<file path="src/rtl/core/max_heap_delete_by_key_top_defines.svh">
// ----------------------------------------------------------------------------
// max_heap_delete_by_key_top_defines
// assertion macros shared by the heap block
// ----------------------------------------------------------------------------
`ifndef MAX_HEAP_DELETE_BY_KEY_TOP_DEFINES_SVH
`define MAX_HEAP_DELETE_BY_KEY_TOP_DEFINES_SVH

// same-cycle implication
`define MHDK_ASSERT_IMP(name, clk, rst_n, ante, cons) \
	name: assert property (@(posedge clk) disable iff (!rst_n) (ante) |-> (cons)) \
		else $error("mhdk assertion failed");

// next-cycle implication
`define MHDK_ASSERT_NXT(name, clk, rst_n, ante, cons) \
	name: assert property (@(posedge clk) disable iff (!rst_n) (ante) |=> (cons)) \
		else $error("mhdk assertion failed");

`endif

</file>
<file path="src/rtl/core/mhdk_pkg.sv">
// ----------------------------------------------------------------------------
// mhdk_pkg
// types and constants shared by the heap controller, datapath and top level
// ----------------------------------------------------------------------------
package mhdk_pkg;

	localparam int HEAP_DEPTH = 32;
	localparam int MAX_OUT    = 32;
	localparam int VAL_W      = 32;
	localparam int POS_W      = 5;
	localparam int AW         = $clog2(HEAP_DEPTH);
	localparam int CW         = $clog2(HEAP_DEPTH + 1);
	localparam int LW         = AW + 2;
	localparam int EXW        = ((CW > POS_W) ? CW : POS_W) + 1;
	localparam int TDATA_W    = 40;
	localparam int TUSER_W    = 3;

	typedef enum logic {
		CMD_APPEND = 1'b0,
		CMD_DELETE = 1'b1
	} cmd_t;

	typedef enum logic [1:0] {
		KIND_APPEND_OK = 2'd0,
		KIND_FULL      = 2'd1,
		KIND_ENTRY     = 2'd2,
		KIND_EMPTY     = 2'd3
	} kind_t;

	typedef enum logic [3:0] {
		OP_NONE,
		OP_ACCEPT,
		OP_APPEND,
		OP_SCAN,
		OP_HIT,
		OP_LOAD,
		OP_UP_RD,
		OP_UP_MOVE,
		OP_PUT,
		OP_DN_RDL,
		OP_DN_L,
		OP_DN_R,
		OP_DN_MOVE,
		OP_EMPTY,
		OP_EMIT_START,
		OP_EMIT
	} op_t;

	typedef struct packed {
		logic full;
		logic cnt_zero;
		logic hit;
		logic miss;
		logic last_slot;
		logic i_zero;
		logic up_gt;
		logic moved;
		logic l_out;
		logic r_in;
		logic big_self;
		logic out_free;
		logic emit_last;
	} sts_t;

endpackage

</file>
<file path="src/rtl/core/mhdk_ram.sv">
// ----------------------------------------------------------------------------
// mhdk_ram
// generic single write port, single read port ram with registered read
// ----------------------------------------------------------------------------
module mhdk_ram #(
	parameter int WIDTH = 32,
	parameter int DEPTH = 32
) (
	input  logic                     clk,
	input  logic                     we,
	input  logic [$clog2(DEPTH)-1:0] waddr,
	input  logic [WIDTH-1:0]         wdata,
	input  logic                     re,
	input  logic [$clog2(DEPTH)-1:0] raddr,
	output logic [WIDTH-1:0]         rdata
);

	logic [WIDTH-1:0] mem_q [DEPTH];

	always_ff @(posedge clk) begin
		if (we) begin
			mem_q[waddr] <= wdata;
		end
		if (re) begin
			rdata <= mem_q[raddr];
		end
	end

endmodule

</file>
<file path="src/rtl/core/mhdk_datapath.sv">
// ----------------------------------------------------------------------------
// mhdk_datapath
// heap storage, scan, sift and emit registers, result output register
// ----------------------------------------------------------------------------
module mhdk_datapath import mhdk_pkg::*; (
	input  logic               clk,
	input  logic               arst_n,
	input  op_t                op,
	input  logic [VAL_W-1:0]   key_in,
	input  logic               m_tready,
	output sts_t               sts,
	output logic               m_tvalid,
	output logic [TDATA_W-1:0] m_tdata,
	output logic [TUSER_W-1:0] m_tuser,
	output logic               m_tlast
);

	logic             ram_we;
	logic [AW-1:0]    ram_waddr;
	logic [VAL_W-1:0] ram_wdata;
	logic             ram_re;
	logic [AW-1:0]    ram_raddr;
	logic [VAL_W-1:0] ram_rdata;

	logic [CW-1:0]    cnt_q;
	logic [CW-1:0]    cnt_m1;
	logic [VAL_W-1:0] key_q;
	logic             found_q;
	logic [CW-1:0]    scan_q;
	logic             chk_vld_s1;
	logic [AW-1:0]    idx_s1;
	logic [AW-1:0]    idx_q;
	logic [VAL_W-1:0] v_q;
	logic [AW-1:0]    i_q;
	logic             moved_q;
	logic [VAL_W-1:0] big_q;
	logic [AW-1:0]    bigidx_q;
	logic [POS_W-1:0] e_q;

	logic [AW-1:0]    par;
	logic [LW-1:0]    l_w;
	logic [LW-1:0]    r_w;
	logic             match;

	logic             out_load;
	kind_t            out_kind_d;
	logic [VAL_W-1:0] out_val_d;
	logic [POS_W-1:0] out_pos_d;
	logic             out_found_d;
	logic             out_last_d;

	logic             out_vld_q;
	kind_t            out_kind_q;
	logic [VAL_W-1:0] out_val_q;
	logic [POS_W-1:0] out_pos_q;
	logic             out_found_q;
	logic             out_last_q;

	mhdk_ram #(
		.WIDTH (VAL_W),
		.DEPTH (HEAP_DEPTH)
	) u_ram (
		.clk   (clk),
		.we    (ram_we),
		.waddr (ram_waddr),
		.wdata (ram_wdata),
		.re    (ram_re),
		.raddr (ram_raddr),
		.rdata (ram_rdata)
	);

	assign cnt_m1 = cnt_q - CW'(1);
	assign par    = (i_q - AW'(1)) >> 1;
	assign l_w    = {1'b0, i_q, 1'b1};
	assign r_w    = l_w + LW'(1);
	assign match  = (ram_rdata == key_q);

	assign sts.full      = (cnt_q >= CW'(HEAP_DEPTH));
	assign sts.cnt_zero  = (cnt_q == '0);
	assign sts.hit       = chk_vld_s1 && match;
	assign sts.miss      = (cnt_q == '0) ||
	                       (chk_vld_s1 && !match && (CW'(idx_s1) == cnt_m1));
	assign sts.last_slot = (CW'(idx_q) == cnt_m1);
	assign sts.i_zero    = (i_q == '0);
	assign sts.up_gt     = ($signed(v_q) > $signed(ram_rdata));
	assign sts.moved     = moved_q;
	assign sts.l_out     = (l_w >= LW'(cnt_q));
	assign sts.r_in      = (r_w < LW'(cnt_q));
	assign sts.big_self  = (bigidx_q == i_q);
	assign sts.out_free  = !out_vld_q || m_tready;
	assign sts.emit_last = ((EXW'(e_q) + EXW'(1)) == EXW'(cnt_q)) ||
	                       (e_q == POS_W'(MAX_OUT - 1));

	always_comb begin
		ram_we      = 1'b0;
		ram_waddr   = i_q;
		ram_wdata   = v_q;
		ram_re      = 1'b0;
		ram_raddr   = AW'(scan_q);
		out_load    = 1'b0;
		out_kind_d  = KIND_ENTRY;
		out_val_d   = '0;
		out_pos_d   = '0;
		out_found_d = found_q;
		out_last_d  = 1'b1;
		unique case (op)
			OP_APPEND: begin
				out_load    = 1'b1;
				out_found_d = 1'b0;
				if (sts.full) begin
					out_kind_d = KIND_FULL;
				end else begin
					out_kind_d = KIND_APPEND_OK;
					ram_we     = 1'b1;
					ram_waddr  = AW'(cnt_q);
					ram_wdata  = key_q;
				end
			end
			OP_SCAN: begin
				ram_re = 1'b1;
			end
			OP_HIT: begin
				ram_re    = 1'b1;
				ram_raddr = AW'(cnt_m1);
			end
			OP_UP_RD: begin
				ram_re    = 1'b1;
				ram_raddr = par;
			end
			OP_UP_MOVE: begin
				ram_we    = 1'b1;
				ram_wdata = ram_rdata;
			end
			OP_PUT: begin
				ram_we = 1'b1;
			end
			OP_DN_RDL: begin
				ram_re    = 1'b1;
				ram_raddr = AW'(l_w);
			end
			OP_DN_L: begin
				ram_re    = sts.r_in;
				ram_raddr = AW'(r_w);
			end
			OP_DN_MOVE: begin
				ram_we    = 1'b1;
				ram_wdata = big_q;
			end
			OP_EMPTY: begin
				out_load   = 1'b1;
				out_kind_d = KIND_EMPTY;
			end
			OP_EMIT_START: begin
				ram_re    = 1'b1;
				ram_raddr = '0;
			end
			OP_EMIT: begin
				out_load   = 1'b1;
				out_kind_d = KIND_ENTRY;
				out_val_d  = ram_rdata;
				out_pos_d  = e_q;
				out_last_d = sts.emit_last;
				ram_re     = 1'b1;
				ram_raddr  = AW'(e_q + POS_W'(1));
			end
			default: begin
			end
		endcase
	end

	always_ff @(posedge clk or negedge arst_n) begin
		if (!arst_n) begin
			cnt_q      <= '0;
			chk_vld_s1 <= 1'b0;
			out_vld_q  <= 1'b0;
		end else begin
			if (op == OP_APPEND && !sts.full) begin
				cnt_q <= cnt_q + CW'(1);
			end else if (op == OP_HIT) begin
				cnt_q <= cnt_m1;
			end
			if (op == OP_SCAN) begin
				chk_vld_s1 <= (scan_q < cnt_q);
			end else begin
				chk_vld_s1 <= 1'b0;
			end
			if (out_load) begin
				out_vld_q <= 1'b1;
			end else if (m_tready) begin
				out_vld_q <= 1'b0;
			end
		end
	end

	always_ff @(posedge clk) begin
		case (op)
			OP_ACCEPT: begin
				key_q   <= key_in;
				scan_q  <= '0;
				found_q <= 1'b0;
			end
			OP_SCAN: begin
				idx_s1 <= AW'(scan_q);
				if (scan_q < cnt_q) begin
					scan_q <= scan_q + CW'(1);
				end
				if (sts.hit) begin
					idx_q <= idx_s1;
				end
			end
			OP_HIT: begin
				found_q <= 1'b1;
			end
			OP_LOAD: begin
				v_q     <= ram_rdata;
				i_q     <= idx_q;
				moved_q <= 1'b0;
			end
			OP_UP_MOVE: begin
				i_q     <= par;
				moved_q <= 1'b1;
			end
			OP_DN_L: begin
				if ($signed(ram_rdata) > $signed(v_q)) begin
					big_q    <= ram_rdata;
					bigidx_q <= AW'(l_w);
				end else begin
					big_q    <= v_q;
					bigidx_q <= i_q;
				end
			end
			OP_DN_R: begin
				if ($signed(ram_rdata) > $signed(big_q)) begin
					big_q    <= ram_rdata;
					bigidx_q <= AW'(r_w);
				end
			end
			OP_DN_MOVE: begin
				i_q <= bigidx_q;
			end
			OP_EMIT_START: begin
				e_q <= '0;
			end
			OP_EMIT: begin
				e_q <= e_q + POS_W'(1);
			end
			default: begin
			end
		endcase
		if (out_load) begin
			out_kind_q  <= out_kind_d;
			out_val_q   <= out_val_d;
			out_pos_q   <= out_pos_d;
			out_found_q <= out_found_d;
			out_last_q  <= out_last_d;
		end
	end

	assign m_tvalid = out_vld_q;
	assign m_tdata  = {(TDATA_W - VAL_W - POS_W)'(0), out_pos_q, out_val_q};
	assign m_tuser  = {out_found_q, out_kind_q};
	assign m_tlast  = out_last_q;

endmodule

</file>
<file path="src/rtl/core/mhdk_ctrl.sv">
// ----------------------------------------------------------------------------
// mhdk_ctrl
// sequencer for append, key scan, sift up, sift down and emit
// ----------------------------------------------------------------------------
module mhdk_ctrl import mhdk_pkg::*; (
	input  logic clk,
	input  logic arst_n,
	input  logic s_tvalid,
	input  cmd_t cmd,
	input  sts_t sts,
	output logic s_tready,
	output op_t  op
);

	typedef enum logic [3:0] {
		ST_IDLE,
		ST_APPEND,
		ST_SCAN,
		ST_HIT,
		ST_LOAD,
		ST_UP_A,
		ST_UP_B,
		ST_DN_L,
		ST_DN_R,
		ST_DN_C,
		ST_DN_D,
		ST_EMIT_RD,
		ST_EMIT
	} state_t;

	state_t state_q;
	state_t state_d;
	logic   ready_q;

	always_comb begin
		state_d = state_q;
		op      = OP_NONE;
		unique case (state_q)
			ST_IDLE: begin
				if (s_tvalid && ready_q) begin
					op      = OP_ACCEPT;
					state_d = (cmd == CMD_APPEND) ? ST_APPEND : ST_SCAN;
				end
			end
			ST_APPEND: begin
				if (sts.out_free) begin
					op      = OP_APPEND;
					state_d = ST_IDLE;
				end
			end
			ST_SCAN: begin
				op = OP_SCAN;
				if (sts.hit) begin
					state_d = ST_HIT;
				end else if (sts.miss) begin
					state_d = ST_EMIT_RD;
				end
			end
			ST_HIT: begin
				op      = OP_HIT;
				state_d = sts.last_slot ? ST_EMIT_RD : ST_LOAD;
			end
			ST_LOAD: begin
				op      = OP_LOAD;
				state_d = ST_UP_A;
			end
			ST_UP_A: begin
				if (!sts.i_zero) begin
					op      = OP_UP_RD;
					state_d = ST_UP_B;
				end else if (sts.moved) begin
					op      = OP_PUT;
					state_d = ST_EMIT_RD;
				end else begin
					state_d = ST_DN_L;
				end
			end
			ST_UP_B: begin
				if (sts.up_gt) begin
					op      = OP_UP_MOVE;
					state_d = ST_UP_A;
				end else if (sts.moved) begin
					op      = OP_PUT;
					state_d = ST_EMIT_RD;
				end else begin
					state_d = ST_DN_L;
				end
			end
			ST_DN_L: begin
				if (sts.l_out) begin
					op      = OP_PUT;
					state_d = ST_EMIT_RD;
				end else begin
					op      = OP_DN_RDL;
					state_d = ST_DN_R;
				end
			end
			ST_DN_R: begin
				op      = OP_DN_L;
				state_d = sts.r_in ? ST_DN_C : ST_DN_D;
			end
			ST_DN_C: begin
				op      = OP_DN_R;
				state_d = ST_DN_D;
			end
			ST_DN_D: begin
				if (sts.big_self) begin
					op      = OP_PUT;
					state_d = ST_EMIT_RD;
				end else begin
					op      = OP_DN_MOVE;
					state_d = ST_DN_L;
				end
			end
			ST_EMIT_RD: begin
				if (!sts.cnt_zero) begin
					op      = OP_EMIT_START;
					state_d = ST_EMIT;
				end else if (sts.out_free) begin
					op      = OP_EMPTY;
					state_d = ST_IDLE;
				end
			end
			ST_EMIT: begin
				if (sts.out_free) begin
					op = OP_EMIT;
					if (sts.emit_last) begin
						state_d = ST_IDLE;
					end
				end
			end
			default: begin
				state_d = ST_IDLE;
			end
		endcase
	end

	always_ff @(posedge clk or negedge arst_n) begin
		if (!arst_n) begin
			state_q <= ST_IDLE;
			ready_q <= 1'b1;
		end else begin
			state_q <= state_d;
			ready_q <= (state_d == ST_IDLE);
		end
	end

	assign s_tready = ready_q;

endmodule

</file>
<file path="src/rtl/core/max_heap_delete_by_key_top.sv">
// ----------------------------------------------------------------------------
// max_heap_delete_by_key_top
// binary max-heap with append and delete by key, contents streamed after delete
//
// channel  dir  tdata                          tuser               tlast
// s_*      in   value[31:0]                    cmd[0]              -
// m_*      out  entry_value[31:0] pos[36:32]   kind[1:0] found[2]  last
//
// append: one result
// delete: key scan and sift through the single ram read port,
// then one result per cycle while m_tready holds, at most 32 results per request
// reset clears the entry count and the output valid, no ram clearing pass
// the result register lets the final result wait while the next request enters
// ----------------------------------------------------------------------------
`include "max_heap_delete_by_key_top_defines.svh"

module max_heap_delete_by_key_top import mhdk_pkg::*; (
	input  logic               clk,
	input  logic               arst_n,
	input  logic               s_tvalid,
	output logic               s_tready,
	input  logic [VAL_W-1:0]   s_tdata,   // value
	input  logic [0:0]         s_tuser,   // cmd
	output logic               m_tvalid,
	input  logic               m_tready,
	output logic [TDATA_W-1:0] m_tdata,   // entry_value, position, zero pad
	output logic [TUSER_W-1:0] m_tuser,   // kind, found
	output logic               m_tlast
);

	op_t   op;
	sts_t  sts;
	cmd_t  cmd;
	kind_t m_kind;
	logic  m_append;

	assign cmd = cmd_t'(s_tuser[0]);

	mhdk_ctrl u_ctrl (
		.clk      (clk),
		.arst_n   (arst_n),
		.s_tvalid (s_tvalid),
		.cmd      (cmd),
		.sts      (sts),
		.s_tready (s_tready),
		.op       (op)
	);

	mhdk_datapath u_dp (
		.clk      (clk),
		.arst_n   (arst_n),
		.op       (op),
		.key_in   (s_tdata),
		.m_tready (m_tready),
		.sts      (sts),
		.m_tvalid (m_tvalid),
		.m_tdata  (m_tdata),
		.m_tuser  (m_tuser),
		.m_tlast  (m_tlast)
	);

	assign m_kind   = kind_t'(m_tuser[1:0]);
	assign m_append = (m_kind == KIND_APPEND_OK) || (m_kind == KIND_FULL);

	// one request at a time
	`MHDK_ASSERT_NXT(a_one_request, clk, arst_n, s_tvalid && s_tready, !s_tready)

	// only heap entries carry data
	`MHDK_ASSERT_IMP(a_data_zero, clk, arst_n, m_tvalid && (m_kind != KIND_ENTRY), m_tdata == '0)

	// append results never report a removed key and always carry tlast
	`MHDK_ASSERT_IMP(a_append_found, clk, arst_n, m_tvalid && m_append, !m_tuser[2] && m_tlast)

endmodule
</file>
<file path="config.mk">
export PLATFORM = sky130hd
export DESIGN_NAME = max_heap_delete_by_key_top
export DESIGN_NICKNAME = d
export VERILOG_FILES = /design/src/rtl/core/mhdk_pkg.sv /design/src/rtl/core/mhdk_ram.sv /design/src/rtl/core/mhdk_datapath.sv /design/src/rtl/core/mhdk_ctrl.sv /design/src/rtl/core/max_heap_delete_by_key_top.sv
export VERILOG_INCLUDE_DIRS = /design/src /design/src/rtl/core
export SDC_FILE = /design/constraint.sdc
export NUM_CORES = 2
export LEC_CHECK = 0
export ABC_AREA = 1
export BUFFER_PORTS_ARGS = -buffer_cell sky130_fd_sc_hd__buf_2
export CORE_MARGIN = 1
export CORE_UTILIZATION = 43
export CTS_BUF_LIST = sky130_fd_sc_hd__clkbuf_4
export CTS_CLUSTER_DIAMETER = 60
export DETAILED_ROUTE_END_ITERATION = 6
export PLACE_DENSITY = 0.58
export SYNTH_ARGS = -nofsm -noshare
export SYNTH_HDL_FRONTEND = slang
export SYNTH_HIERARCHICAL = 1
export SYNTH_SLANG_ARGS = --single-unit
</file>
<file path="constraint.sdc">
create_clock -name clk -period 8.3 [get_ports clk]
set_input_delay 0.83 -clock clk [delete_from_list [all_inputs] [get_ports clk]]
set_output_delay 0.83 -clock clk [all_outputs]
set_load 0.01 [all_outputs]
</file>
==> results.toml <==
[timing]
final-hold-violation-count = 0
max_freq_ghz = 0.138
maxSlewHeadroom_pct = 8.89
setup-tns-final_ns = 0
setup_viol = 0
tightest_slew_ns = 1.37
fin_crit_sh_pct = 87.3
finClkSkew_ns = 0.0914
rsz0062_at_grt = "no"
period_minus_slack_ns = 7.25
drv_slew = 0

[finish]
layout-drive-gt1-share_pct = 15.2
area_growth_pct = 11.7
nets = 5204

[clocking]
tritoncts = "done"
cts_buffer_depth = 4
cts_root_buf = "clkbuf_4"
cts_setup_buffers = 0
clk_latency_ns = 1.23
h-tree-depth = 5
cts-buffers-inserted = 338
path_clk_slew_ns = 0.06
cts_sinks = 1239

[detailed_routing]
drc = 0
drt-initial-drc-count = 4465
firstDrtPassIters = 7
dr_total_vias = 37800
ant_nets = 0
via_per_inst = 5.46
wirelength_microns = 158000
wl_per_cell_microns = 22.8

[critical_path]
rrSetupSlack_ns = 1.05
critPathRequiredTime_ns = 9.22
startpoint_type = "flip-flop"
worstSetupPathType = "flip-flop to flip-flop"
worstPathArrival_ns = 8.16
cpPeakStageDelay_ns = 0.63
slowest_stage = "edfxtp_1"
r2r_cells = 32
crit_fanout = 257
critPathMostFrequentCell = "nand2_1"
endpoint_kind = "flip-flop"

[synthesis]
synth-warning-count = 6
syn_inst = 4786
avgSynthCellArea_sq_um = 11.3
syn_area_sq_um = 54100

[global_routing]
grt-ovfl-total = 0
track_usage_pct = 24.7
antenna_found_initial = 12
first_global_vias = 36700
grt_max_degree = 258
grt_pass1_wl_microns = 233000

[min_path]
min_path_cells = 6
min_path_type = "input pin to flip-flop"

[place]
port_buffers = 79
gp_congestion = 0.879
hpwl_microns = 88100

[floorplan]
die_h_microns = 357
initial_core_util_pct = 43.5
num_rows = 129
ios = 83
die_w_microns = 357
core-area_sq_um = 124000
dieArea_sq_um = 127000

[flow_run]
drv_cap = 0

[run_status]
status = "finished, final reports clean"
[routing by layer]
layer	vias up	GRT usage, %	part of all wire [%]
met5	-	0	0.0070
met4	2	9.68	2.7
met3	295	5.63	9.3
met2	1793	39.0	47
met1	18300	33.3	41
li1	17400	-	-
[worst max-delay path: cells and delay by family (launching register included)]
family	cells	cell delay [ns]
simple gates	23	3.51
compound gates	2	0.21
buf+inv	6	1.60
flops	1	0.63
fa+ha+maj	1	0.40
[cell type report]
type	count	area (sq um)
antenna	7	17.5
clock buffer	473	3550
clock inverter	62	240
fill	11300	63900
inverter	215	837
multi-input combinational	3081	14900
sequential	1239	37100
tap	1637	2050
timing repair buffer	205	1680
[flip-flops by register name (all words and copies together) (netlist names), 6 cells and up]
name / cells
u_dp/big_q: 32
u_dp/cnt_q: 6
u_dp/key_q: 32
u_dp/out_val_q: 32
u_dp/scan_q: 6
u_dp/u_ram/mem_q: 1024
u_dp/u_ram/rdata: 32
u_dp/v_q: 32
[stage by stage]
step	hold WS (ns)	utilization (%)	std cells	area (sq um)	setup WS [ns]
after floorplan	0.447	-	4788	54100	2.73
after global placement	0.453	45.3	6342	56300	1.41
after detailed placement	0.460	45.3	6342	56300	1.36
after CTS	0.00804	48.6	6912	60400	1.26
after global routing	0.0852	48.6	6918	60400	0.694
final	0.149	48.6	6919	60400	1.05
[cells in the final DEF (no fill, tap or decap), types with 37 or more instances in the layout]
cell type / n
nand2_1: 1657
edfxtp_1: 1226
nand3_1: 821
clkbuf_4: 473
inv_1: 203
nor2_1: 113
ha_1: 87
buf_2: 79
a21oi_1: 75
buf_4: 71
clkinv_1: 54
o21ai_2: 53
nor2_4: 37
[path summary, 6_finish.rpt]
kind	endpoint	startpoint
max reg2reg	u_dp/u_ram/rdata[30]	u_dp/u_ram/rdata[22]
max	u_dp/u_ram/rdata[30]	u_dp/u_ram/rdata[22]
min	u_ctrl/state_q[0]	s_tuser
min in group asynchronous	u_dp/cnt_q[2]	arst_n
max in group asynchronous	u_dp/chk_vld_s1	arst_n
min reg2reg	u_dp/idx_q[1]	u_dp/idx_s1[1]
[repair_timing]
item / CTS / global route
setup endpoints to repair: 0 / 0
hold buffers: 35 / 0
endpoints found under the hold margin: 45 / 0
resized for setup: 0 / 0
Power is left out: the tool's default activity adds up to more than one toggle a clock period on the data nets, which glitch-free logic cannot reach.
